===== config.mk =====
export PLATFORM = sky130hd
export DESIGN_NAME = ceb_back
export DESIGN_NICKNAME = d
export VERILOG_FILES = /design/src/rtl/ceb_pkg.sv /design/src/rtl/ceb_back.sv
export SDC_FILE = /design/constraint.sdc
export NUM_CORES = 1
export LEC_CHECK = 0
export BUFFER_PORTS_ARGS = -buffer_cell sky130_fd_sc_hd__buf_2
export CAP_MARGIN = 0
export CORE_ASPECT_RATIO = 0.75
export CORE_MARGIN = 1.5
export CORE_UTILIZATION = 35
export CTS_CLUSTER_DIAMETER = 120
export DETAILED_ROUTE_END_ITERATION = 12
export PLACE_DENSITY_LB_ADDON = 0.05
export SETUP_SLACK_MARGIN = 0.05
export SYNTH_ARGS = -nofsm -noshare
export SYNTH_HDL_FRONTEND = slang
export SYNTH_SLANG_ARGS = --single-unit

===== constraint.sdc =====
create_clock -name clk_i -period 7 [get_ports clk_i]
set_input_delay 0 -clock clk_i [delete_from_list [all_inputs] [get_ports clk_i]]
set_output_delay 0 -clock clk_i [all_outputs]
set_load 0.005 [all_outputs]

===== src/rtl/ceb_pkg.sv =====
// Shared types, constants and the cosine ROM generator for the eased ARGB blend.
// Used by ceb_front, ceb_queue, ceb_back and eased_argb_color_blend.
// No dependencies.
package ceb_pkg;

  localparam int FracBits        = 16;
  localparam int TableEntriesDef = 256;
  localparam int QueueDepth      = 8;
  localparam int FrontStages     = 4;
  localparam int RomShift        = 60 - FracBits;

  localparam int CntW  = $clog2(QueueDepth + 1);
  localparam int PtrW  = $clog2(QueueDepth);
  localparam int BusyW = $clog2(FrontStages + 1);
  localparam int UsedW = $clog2(QueueDepth + FrontStages + 1);

  localparam logic [FracBits:0] OneFx = {1'b1, {FracBits{1'b0}}};
  localparam logic [63:0]       Q60Pi = 64'h3243F6A8885A308D;

  typedef enum logic [1:0] {
    ModeLinear   = 2'd0,
    ModeSmooth   = 2'd1,
    ModeSmoother = 2'd2,
    ModeCosine   = 2'd3
  } ceb_mode_e;

  // per-item class picked at accept; ClsOne covers a saturated factor in any mode
  typedef enum logic [2:0] {
    ClsLinear   = 3'd0,
    ClsSmooth   = 3'd1,
    ClsSmoother = 3'd2,
    ClsCosine   = 3'd3,
    ClsOne      = 3'd4
  } ceb_cls_e;

  typedef struct packed {
    logic [31:0]       color_from;
    logic [31:0]       color_to;
    logic [FracBits:0] factor;
  } ceb_item_t;

  typedef struct packed {
    logic      valid;
    ceb_item_t item;
  } ceb_push_t;

  typedef struct packed {
    logic [CntW-1:0] count;
    logic            empty;
  } ceb_qstat_t;

  typedef struct packed {
    logic [BusyW-1:0] busy;
  } ceb_fstat_t;

  // ---- elaboration-time helpers for the cosine ROM (Q.60 fixed point) ----

  function automatic logic [63:0] mul_shr60(input logic [63:0] a, input logic [63:0] b);
    logic [127:0] p;
    p = {64'd0, a} * {64'd0, b};
    return p[123:60];
  endfunction

  // restoring shift-subtract division
  function automatic logic [63:0] udiv64(input logic [63:0] num, input logic [63:0] den);
    logic [64:0] rem;
    logic [63:0] quo;
    rem = '0;
    quo = '0;
    for (int i = 63; i >= 0; i--) begin
      rem = {rem[63:0], num[i]};
      if (rem >= {1'b0, den}) begin
        rem    = rem - {1'b0, den};
        quo[i] = 1'b1;
      end
    end
    return quo;
  endfunction

  // (1 - cos(theta)) / 2 by Taylor series, theta in [0, pi/2]
  function automatic logic [63:0] half_versine(input logic [63:0] theta);
    logic [63:0]        th2;
    logic [63:0]        term;
    logic [63:0]        den;
    logic signed [63:0] sum;
    th2  = mul_shr60(theta, theta);
    term = th2 >> 1;
    sum  = '0;
    for (int k = 1; k < 40; k++) begin
      if (term != 64'd0) begin
        if ((k & 1) == 1) sum = sum + $signed(term);
        else              sum = sum - $signed(term);
        den  = 64'((2 * k + 1) * (2 * k + 2));
        term = udiv64(mul_shr60(term, th2), den);
      end
    end
    if (sum < 0) sum = '0;
    return $unsigned(sum) >> 1;
  endfunction

  // ROM entry idx of n: lower half from the series, upper half mirrored
  function automatic logic [FracBits:0] cos_entry(input int idx, input int n);
    logic [63:0] step;
    logic [63:0] rem;
    logic [63:0] theta;
    logic [63:0] v;
    logic [63:0] nn;
    logic [63:0] ii;
    int          j;
    j     = (2 * idx <= n) ? idx : n - idx;
    nn    = 64'(n);
    ii    = 64'(j);
    step  = udiv64(Q60Pi, nn);
    rem   = Q60Pi - step * nn;
    theta = step * ii + udiv64(rem * ii, nn);
    v     = half_versine(theta);
    v     = (v + (64'd1 << (RomShift - 1))) >> RomShift;
    if (2 * idx <= n) return v[FracBits:0];
    return OneFx - v[FracBits:0];
  endfunction

endpackage


===== src/rtl/ceb_back.sv =====
// Back end: pops an eased item from the queue, blends the four ARGB channels with
// round half up, and holds the result in the output register. Depends on ceb_pkg.
module ceb_back (
  input  logic                clk_i,
  input  logic                rst_ni,
  input  ceb_pkg::ceb_item_t  head_i,
  input  logic                empty_i,
  output logic                pop_o,
  output logic                out_valid_o,
  input  logic                out_stall_i,
  output logic [31:0]         color_out_o
);
  import ceb_pkg::*;

  localparam logic signed [FracBits+10:0] Half = (FracBits + 11)'(1) << (FracBits - 1);

  logic        valid_q, valid_d;
  logic [31:0] color_q;
  logic [31:0] blend;

  for (genvar l = 0; l < 4; l++) begin : g_lane
    logic [7:0]                 a;
    logic [7:0]                 b;
    logic signed [8:0]          diff;
    logic signed [FracBits+10:0] prod;
    logic signed [FracBits+10:0] num;
    assign a    = head_i.color_from[8*l +: 8];
    assign b    = head_i.color_to[8*l +: 8];
    assign diff = $signed({1'b0, b}) - $signed({1'b0, a});
    assign prod = $signed({1'b0, head_i.factor}) * diff;
    // convex combination, so the sum stays in 0 .. 255.5 and never goes negative
    assign num  = $signed({3'b000, a, {FracBits{1'b0}}}) + prod + Half;
    assign blend[8*l +: 8] = num[FracBits +: 8];
  end

  assign pop_o = !empty_i && (!valid_q || !out_stall_i);

  always_comb begin
    valid_d = valid_q;
    if (pop_o) begin
      valid_d = 1'b1;
    end else if (!out_stall_i) begin
      valid_d = 1'b0;
    end
  end

  always_ff @(posedge clk_i or negedge rst_ni) begin
    if (!rst_ni) begin
      valid_q <= 1'b0;
    end else begin
      valid_q <= valid_d;
    end
  end

  always_ff @(posedge clk_i) begin
    if (pop_o) begin
      color_q <= blend;
    end
  end

  assign out_valid_o = valid_q;
  assign color_out_o = color_q;

endmodule


==> results.py <==
metrics = {
    "clock_network": {
        "cts_made_buffers": 5,
        "cts_root_buf": "clkbuf_16",
        "clk_pin_slew_worst_paths_ns": 0.06,
        "cts_tree": "built",
        "clock_latency_ns": 0.31,
        "cts_buffer_depth": 2,
        "cts_sinks": 33,
        "htreeDepth": 2,
        "cts_setup_buffers": 0,
    },
    "timing": {
        "period_share": 0.941,
        "setup_viol": 0,
        "worst_slack_ns": 0.413,
        "fin_worst_skew_ns": 0.00895,
        "relSlewSlack": 0.428,
        "tightest_slew_ns": 0.859,
        "grt_setup_unrepaired": "no",
        "maxSlewViolCount": 0,
        "min_period_ns": 6.59,
        "final_hold_viol_count": 0,
        "fmax_mhz": 152,
    },
    "run_status": {
        "outcome": "finished clean",
    },
    "die": {
        "dieArea_mm2": 0.0592,
        "start_util": 0.353,
        "die_x_um": 280,
        "num_io_pins": 119,
        "coreArea_mm2": 0.0572,
        "core.rowCount": 76,
        "die_y_um": 211,
    },
    "final_layout": {
        "drive_above_1_share": 0.104,
        "final_cell_mix": "inv_1 (481), fa_1 (452), and2_1 (277)",
        "antennaDiodeCount": 0,
        "syn2layout_area_growth_pct": 10.2,
        "nets": 3046,
        "final_util": 0.389,
        "final_common_cell": "inv_1",
        "seqCellArea_um2": 986,
        "fillCellCount": 5878,
        "multi_input_area_mm2": 0.0171,
    },
    "global_routing": {
        "grt_max_degree": 34,
        "use_met2": 0.297,
        "use_met3": 0.0198,
        "overflow": 0,
        "busiest_layer": "met1",
        "grt_pass1_wl_mm": 91.9,
        "antenna_found_initial": 1,
        "grt.total_usage": 0.204,
        "grt_pass1_vias": 15700,
        "grtUsageMet1": 0.330,
    },
    "logic_synthesis": {
        "async_flop_share": 0.0303,
        "synthCells": 2177,
        "synth_area_leaders": "fa_1 (45%), ha_1 (13%), inv_1 (8.9%)",
        "ys_ff_latch": 33,
        "ys_types": 51,
        "syn_area_per_cell_um2": 9.28,
        "syn_area_mm2": 0.0202,
        "synth_nets": 2926,
        "yosysTopAreaCell": "fa_1",
        "ys.flop_type": "edfxtp_1",
        "ys_seq_area_frac": 0.0488,
        "yosys_warnings": 0,
        "yosysTopAreaCellShare": 0.448,
        "synth_edf_count": 32,
    },
    "place": {
        "dp_hpwl_mm": 46.0,
        "post-place-ws_ns": -0.0903,
        "gp_congestion": 0.814,
        "io_buffers": 118,
    },
    "worst_setup_path": {
        "arrival_ns": 6.64,
        "cp-end-kind": "flip-flop",
        "cp.required_ns": 7.06,
        "rrSetupSlack_ns": 5.55,
        "critPathKind": "input pin to flip-flop",
        "critPathLaunchType": "input pin",
        "cp_max_fo": 10,
    },
    "drt": {
        "ant_nets": 0,
        "drtIter0Drc": 634,
        "routedWlPerCell_um": 18.4,
        "routed_wl_mm": 56.5,
        "viasPerCell": 4.61,
        "dr_total_vias": 14200,
        "post-route-drc-count": 0,
        "detailedRoute.firstPassIterationCount": 5,
    },
    "job": {
        "drv_cap": 0,
    },
    "min_path": {
        "min_path_type": "input pin to flip-flop",
    },
}
[timing repair]
action	4_1_cts	5_1_grt
resized for setup	0	3
hold buffers	4	0
endpoints found under the hold margin	2	0
endpoints found under the setup margin	0	6
[kinds of logic after synthesis]
| kind of cell | Yosys count | synth area share |
|---|---|---|
| compound gates | 102 | 0.0332 |
| xor+xnor | 75 | 0.0332 |
| flops | 33 | 0.0488 |
| mux | 2 | 0.000991 |
| fa+ha+maj | 664 | 0.579 |
| buf+inv | 570 | 0.106 |
| simple gates | 731 | 0.198 |
[Yosys cell counts, drive strengths merged (2+ instances only)]
cell,n
nand2b,125
clkbuf,86
a21o,6
a21boi,5
mux2i,2
nor3,27
or2,24
nor4,2
nand2,152
nand4bb,2
o21a,9
nand4b,4
nor2,76
and2,277
nand3,4
edfxtp,32
nand4,5
xor2,19
inv,481
a211oi,4
o21ai,23
o211ai,7
buf,3
xnor2,55
fa,452
a211o,3
or3,6
nand3b,2
nor2b,20
o31ai,5
ha,212
and3,3
a22oi,3
a21oi,28
[critical path, cell delays in order]
cell	delay [ns]
buf_2	0.08
inv_1	0.05
ha_1	0.21
fa_1	0.41
nand2b_1	0.16
a21boi_0	0.30
o31ai_1	0.16
nand2b_1	0.11
xor2_1	0.14
buf_4	0.18
buf_4	0.19
and2_1	0.15
fa_1	0.44
fa_1	0.58
fa_1	0.44
fa_1	0.51
fa_1	0.44
ha_1	0.34
and3_1	0.19
and3_1	0.21
o221ai_1	0.16
a31oi_1	0.17
buf_4	0.18
o41ai_2	0.26
buf_4	0.19
nor2b_1	0.05
a21o_1	0.18
xor2_1	0.14
[registers in the layout, summed over array words and instances (netlist names)]
name         flops
color_out_o     32
out_valid_o      1
[routing by layer]
layer	wire, µm	up-vias
met5	0	-
li1	-	6677
met3	2170	25
met4	419	0
met2	23700	229
met1	30300	7264
[through the flow]
step | TNS (ns) | std cells | instance area (µm²) | hold WS, ns
finish | 0 | 3078 | 22300 | 0.377
global route | 0 | 3078 | 22300 | 0.403
CTS | 0 | 3078 | 22200 | 0.364
detailed placement | -0.180 | 3066 | 22100 | -0.218
global placement | -0.174 | 3066 | 22100 | -0.225
floorplan | 0 | 2177 | 20200 | -0.296
[worst paths after layout]
check | startpoint | to | depth (start not counted)
max | head_i[25] | color_out_o[14] | 28
min | head_i[68] | color_out_o[20] | 4
max reg2reg | out_valid_o | color_out_o[0] | 2
min reg2reg | out_valid_o | color_out_o[13] | 2
max in group asynchronous | rst_ni | out_valid_o | 3
min in group asynchronous | rst_ni | out_valid_o | 3
[final cells by class]
type | instances | share of cell area
Multi-Input combinational cell | 1574 | 0.768
Inverter | 481 | 0.0811
Timing Repair Buffer | 202 | 0.0564
Sequential cell | 33 | 0.0443
Tap cell | 780 | 0.0438
Clock buffer | 6 | 0.00579
Clock inverter | 2 | 0.000450
Power is not shown: default switching activity piles up to over one toggle a cycle in this logic, so the estimate is an artifact.
