$ cat config.mk
export PLATFORM = sky130hd
export DESIGN_NAME = ceb_queue
export DESIGN_NICKNAME = d
export VERILOG_FILES = /design/src/rtl/ceb_pkg.sv /design/src/rtl/ceb_queue.sv
export SDC_FILE = /design/constraint.sdc
export NUM_CORES = 1
export LEC_CHECK = 0
export BUFFER_PORTS_ARGS = -buffer_cell sky130_fd_sc_hd__buf_2
export CORE_ASPECT_RATIO = 2
export CORE_MARGIN = 2
export CORE_UTILIZATION = 40
export CTS_CLUSTER_DIAMETER = 30
export DETAILED_ROUTE_END_ITERATION = 12
export RECOVER_POWER = 25
export SYNTH_ARGS = -nofsm -noshare
export SYNTH_HDL_FRONTEND = slang
export SYNTH_SLANG_ARGS = --single-unit
$ cat constraint.sdc
create_clock -name clk_i -period 12.13 [get_ports clk_i]
set_input_delay 1.8195 -clock clk_i [delete_from_list [all_inputs] [get_ports clk_i]]
set_output_delay 1.8195 -clock clk_i [all_outputs]
set_load 0.05 [all_outputs]
$ cat src/rtl/ceb_pkg.sv
// Shared types, constants and the cosine ROM generator for the eased ARGB blend.
// Used by ceb_front, ceb_queue, ceb_back and eased_argb_color_blend.
// No dependencies.
package ceb_pkg;

  localparam int FracBits        = 16;
  localparam int TableEntriesDef = 256;
  localparam int QueueDepth      = 8;
  localparam int FrontStages     = 4;
  localparam int RomShift        = 60 - FracBits;

  localparam int CntW  = $clog2(QueueDepth + 1);
  localparam int PtrW  = $clog2(QueueDepth);
  localparam int BusyW = $clog2(FrontStages + 1);
  localparam int UsedW = $clog2(QueueDepth + FrontStages + 1);

  localparam logic [FracBits:0] OneFx = {1'b1, {FracBits{1'b0}}};
  localparam logic [63:0]       Q60Pi = 64'h3243F6A8885A308D;

  typedef enum logic [1:0] {
    ModeLinear   = 2'd0,
    ModeSmooth   = 2'd1,
    ModeSmoother = 2'd2,
    ModeCosine   = 2'd3
  } ceb_mode_e;

  // per-item class picked at accept; ClsOne covers a saturated factor in any mode
  typedef enum logic [2:0] {
    ClsLinear   = 3'd0,
    ClsSmooth   = 3'd1,
    ClsSmoother = 3'd2,
    ClsCosine   = 3'd3,
    ClsOne      = 3'd4
  } ceb_cls_e;

  typedef struct packed {
    logic [31:0]       color_from;
    logic [31:0]       color_to;
    logic [FracBits:0] factor;
  } ceb_item_t;

  typedef struct packed {
    logic      valid;
    ceb_item_t item;
  } ceb_push_t;

  typedef struct packed {
    logic [CntW-1:0] count;
    logic            empty;
  } ceb_qstat_t;

  typedef struct packed {
    logic [BusyW-1:0] busy;
  } ceb_fstat_t;

  // ---- elaboration-time helpers for the cosine ROM (Q.60 fixed point) ----

  function automatic logic [63:0] mul_shr60(input logic [63:0] a, input logic [63:0] b);
    logic [127:0] p;
    p = {64'd0, a} * {64'd0, b};
    return p[123:60];
  endfunction

  // restoring shift-subtract division
  function automatic logic [63:0] udiv64(input logic [63:0] num, input logic [63:0] den);
    logic [64:0] rem;
    logic [63:0] quo;
    rem = '0;
    quo = '0;
    for (int i = 63; i >= 0; i--) begin
      rem = {rem[63:0], num[i]};
      if (rem >= {1'b0, den}) begin
        rem    = rem - {1'b0, den};
        quo[i] = 1'b1;
      end
    end
    return quo;
  endfunction

  // (1 - cos(theta)) / 2 by Taylor series, theta in [0, pi/2]
  function automatic logic [63:0] half_versine(input logic [63:0] theta);
    logic [63:0]        th2;
    logic [63:0]        term;
    logic [63:0]        den;
    logic signed [63:0] sum;
    th2  = mul_shr60(theta, theta);
    term = th2 >> 1;
    sum  = '0;
    for (int k = 1; k < 40; k++) begin
      if (term != 64'd0) begin
        if ((k & 1) == 1) sum = sum + $signed(term);
        else              sum = sum - $signed(term);
        den  = 64'((2 * k + 1) * (2 * k + 2));
        term = udiv64(mul_shr60(term, th2), den);
      end
    end
    if (sum < 0) sum = '0;
    return $unsigned(sum) >> 1;
  endfunction

  // ROM entry idx of n: lower half from the series, upper half mirrored
  function automatic logic [FracBits:0] cos_entry(input int idx, input int n);
    logic [63:0] step;
    logic [63:0] rem;
    logic [63:0] theta;
    logic [63:0] v;
    logic [63:0] nn;
    logic [63:0] ii;
    int          j;
    j     = (2 * idx <= n) ? idx : n - idx;
    nn    = 64'(n);
    ii    = 64'(j);
    step  = udiv64(Q60Pi, nn);
    rem   = Q60Pi - step * nn;
    theta = step * ii + udiv64(rem * ii, nn);
    v     = half_versine(theta);
    v     = (v + (64'd1 << (RomShift - 1))) >> RomShift;
    if (2 * idx <= n) return v[FracBits:0];
    return OneFx - v[FracBits:0];
  endfunction

endpackage

$ cat src/rtl/ceb_queue.sv
// Short FIFO between the easing front end and the blend back end.
// Register based; the caller never pushes into a full queue. Depends on ceb_pkg.
module ceb_queue (
  input  logic                clk_i,
  input  logic                rst_ni,
  input  ceb_pkg::ceb_push_t  push_i,
  input  logic                pop_i,
  output ceb_pkg::ceb_item_t  head_o,
  output ceb_pkg::ceb_qstat_t stat_o
);
  import ceb_pkg::*;

  ceb_item_t       mem [QueueDepth];
  logic [PtrW-1:0] wr_ptr_q, wr_ptr_d;
  logic [PtrW-1:0] rd_ptr_q, rd_ptr_d;
  logic [CntW-1:0] count_q, count_d;

  always_comb begin
    wr_ptr_d = wr_ptr_q;
    rd_ptr_d = rd_ptr_q;
    count_d  = count_q;
    if (push_i.valid) begin
      wr_ptr_d = (wr_ptr_q == PtrW'(QueueDepth - 1)) ? '0 : wr_ptr_q + 1'b1;
    end
    if (pop_i) begin
      rd_ptr_d = (rd_ptr_q == PtrW'(QueueDepth - 1)) ? '0 : rd_ptr_q + 1'b1;
    end
    if (push_i.valid && !pop_i) begin
      count_d = count_q + 1'b1;
    end else if (!push_i.valid && pop_i) begin
      count_d = count_q - 1'b1;
    end
  end

  always_ff @(posedge clk_i or negedge rst_ni) begin
    if (!rst_ni) begin
      wr_ptr_q <= '0;
      rd_ptr_q <= '0;
      count_q  <= '0;
    end else begin
      wr_ptr_q <= wr_ptr_d;
      rd_ptr_q <= rd_ptr_d;
      count_q  <= count_d;
    end
  end

  always_ff @(posedge clk_i) begin
    if (push_i.valid) begin
      mem[wr_ptr_q] <= push_i.item;
    end
  end

  assign head_o       = mem[rd_ptr_q];
  assign stat_o.count = count_q;
  assign stat_o.empty = (count_q == '0);

endmodule

==> impl_metrics.yaml <==
global_route:
  grt_max_degree: 65
  grt_use_total_pct: 15.9
  antenna_found_initial: 6
  grt_pass1_vias: 12200
  grt_pass1_wl_um: 75900
  grt-ovfl-total: 0
timing:
  finalMaxSlewViolations: 0
  post-route-period-util_pct: 49.7
  fin_crit_ns: 6.03
  worstMarginPinSlew_ns: 1.00
  setup_violations: 0
  max_freq_ghz: 0.166
  fin_skew_ns: 0.0258
  grt_setup_unrepaired: "no"
  setup_tns_ns: 0
  hold_viol: 0
  maxSlewHeadroom_pct: 33.1
logic_synthesis:
  synth_top_area_share_pct: 78.0
  ys_ff_latch: 658
  ys_seq_area_share_pct: 79.0
  syn_inst: 1001
  ys.warnings.count: 0
  ys_types: 27
  yosysTopAreaCell: "edfxtp_1"
  ys_top_cells_by_area: "edfxtp_1 (78%), mux4_2 (15%), mux2_2 (3.9%)"
  syn_area_per_cell_um2: 24.9
  synth_area_um2: 24900
  syn_nets: 1094
power_and_ir_drop:
  clockPowerShare_pct: 28.5
  combPwrFrac_pct: 33.8
  p_sw_w: 0.00284
  power_density_nw_per_um2: 273
  power_switching_share_pct: 35.6
  fin_total_pwr_w: 0.00798
  seqPwrFrac_pct: 37.8
  p_leak_nw: 9.35
  power.internal_w: 0.00514
  ir_drop_uv: 192
final_layout:
  drive_above_1_share_pct: 40.5
  layoutNonFillerInstCount: 2070
  nFillCells: 5086
  nNetsFinal: 1319
  areaGrowthSynthToFinish_pct: 17.1
worst_setup_path:
  required_ns: 10.31
  critPathKind: "flip-flop to output pin"
  worst_setup_path_end_kind: "output pin"
  cp-start-kind: "flip-flop"
  cp_max_fo: 49
  critPathArrivalTime_ns: 4.21
  rrSetupSlack_ns: 9.50
clock_network:
  cts.sinks: 658
  cts_setup_buffers: 0
  tritoncts: "done"
  cts_buffers: 77
  postCtsResizedCells: 0
  clk_pin_slew_ns: 0.05
  hold_buffers: 0
  clock_latency_ns: 0.60
  htree_levels: 3
  clock_path_buffers: 3
  cts_root_buffer: "clkbuf_16"
outcome:
  status: "finished, final reports clean"
placement:
  gp_congestion: 0.680
  placed_cells: 1933
  dpl.hpwl_um: 28000
  port_buffers: 170
floorplan:
  core_area_um2: 61800
  die_area_um2: 64500
  die_x_um: 181
  rows: 129
  die_height_um: 357
  initial_utilization_pct: 40.4
  io_pins: 171
drt:
  viasPerCell: 5.33
  antenna_left: 0
  drt_first_pass_iters: 4
  num_vias: 11000
  drtIter0Drc: 592
  drt-total-wl_um: 50800
  drt-wirelength-per-cell_um: 24.5
  drc: 0
hold_path:
  hp-class: "flip-flop to flip-flop"
flow_run:
  cap_viol_max_count: 0
-- kinds of logic after synthesis --
logic type	synth area share (%)
AOI/OAI and AO/OA	0.206
buffers and inverters	1.22
muxes	18.5
xor gates and xnor gates	0.0702
adders and majority gates	0.431
DFF	79.0
and+or+nand+nor	0.517
-- per-layer routing --
layer  wire length [µm]  vias up  GRT usage (%)
met5                 66        -              0
met4               1230       10           5.18
met3               2490       96           3.54
met2              27400      257           29.4
met1              19600     5899           18.2
li1                   -     4762              -
-- power groups by stage --
stage	registers, W	logic [W]	clock network [W]
after global routing	0.00305	0.00286	0.00241
after detailed placement	0.00307	0.00277	0
after CTS	0.00302	0.00278	0.00232
final	0.00301	0.00270	0.00227
after floorplan	0.00301	0.00218	0
after global placement	0.00305	0.00275	0
-- Yosys cell counts --
cell type,number
clkbuf_1,11
a21oi_1,2
mux2_2,86
buf_1,8
nand3b_1,3
or3_1,1
buf_2,10
fa_1,1
dfrtp_1,10
xnor2_1,2
nor3_1,3
o21ai_0,3
inv_1,4
a2111o_1,1
mux2i_1,1
buf_4,6
nor2_1,8
nand2_1,5
or4_1,1
o211ai_1,2
nor4_1,1
nand3_1,2
mux4_2,162
ha_1,7
nand2b_1,2
edfxtp_1,648
buf_6,11
-- metrics by stage --
stage | cell area (µm²) | setup WS (ns) | util [%] | hold slack (ns)
detailed placement | 26700 | 6.47 | 43.2 | 0.549
global placement | 26700 | 6.50 | 43.2 | 0.525
CTS | 29300 | 5.84 | 47.4 | 0.562
global route | 29200 | 5.67 | 47.3 | 0.596
finish | 29200 | 6.10 | 47.3 | 0.568
floorplan | 24900 | 4.11 | - | 0.524
-- path summary, 6_finish.rpt --
kind | start | end | depth (start not counted)
worst max-delay path | rd_ptr_q[0]$_DFFE_PN0P_ | head_o[31] | 5
worst min-delay path | count_q[2]$_DFFE_PN0P_ | count_q[2]$_DFFE_PN0P_ | 2
worst max register to register | wr_ptr_q[0]$_DFFE_PN0P_ | mem[6][54]$_DFFE_PP_ | 4
worst min register to register | count_q[2]$_DFFE_PN0P_ | count_q[2]$_DFFE_PN0P_ | 2
max in group asynchronous | rst_ni | rd_ptr_q[0]$_DFFE_PN0P_ | 1
min in group asynchronous | rst_ni | count_q[3]$_DFFE_PN0P_ | 1
-- final cells by class --
cell class	count	area (µm²)	area share, %
Sequential cell	658	19700	67.5
Clock buffer	85	2000	6.84
Inverter	4	15.0	0.0514
Timing Repair Buffer	192	943	3.23
Antenna cell	1	2.50	0.00857
Tap cell	786	983	3.37
Multi-Input combinational cell	293	4990	17.1
Clock inverter	51	562	1.92
-- state kept, by name, indices dropped and copies added (netlist names) --
name and flops:
count_q 4, mem 648, rd_ptr_q 3, wr_ptr_q 3
-- cell usage in the layout, fill, tap and decap left out, types with 2 or more instances in the layout --
cell type     n
clkbuf_1     64
inv_1         4
o211ai_1      2
edfxtp_1    648
clkbuf_16    79
buf_4        22
o21ai_0       3
clkinvlp_4    6
nand3b_1      3
clkinv_1      4
xnor2_1       2
clkinv_4     10
clkinv_8      6
nand2_1       5
nand2b_1      2
inv_6        11
inv_8         4
buf_2       112
clkinv_2      5
nor2_4        6
mux4_2      162
nand3_1       2
mux2_2       86
nor2_1        2
nor3_2        2
bufinv_16     5
dfrtp_1       7
ha_1          7
a21oi_1       2
dfrtp_4       3
-- critical path: stages (launching register included) --
cell and delay (ns):
dfrtp_4 0.77, buf_4 0.82, buf_4 0.82, mux4_2 0.60, mux2_2 0.28, buf_2 0.21
Note: power is estimated with default switching activity, not from simulation.
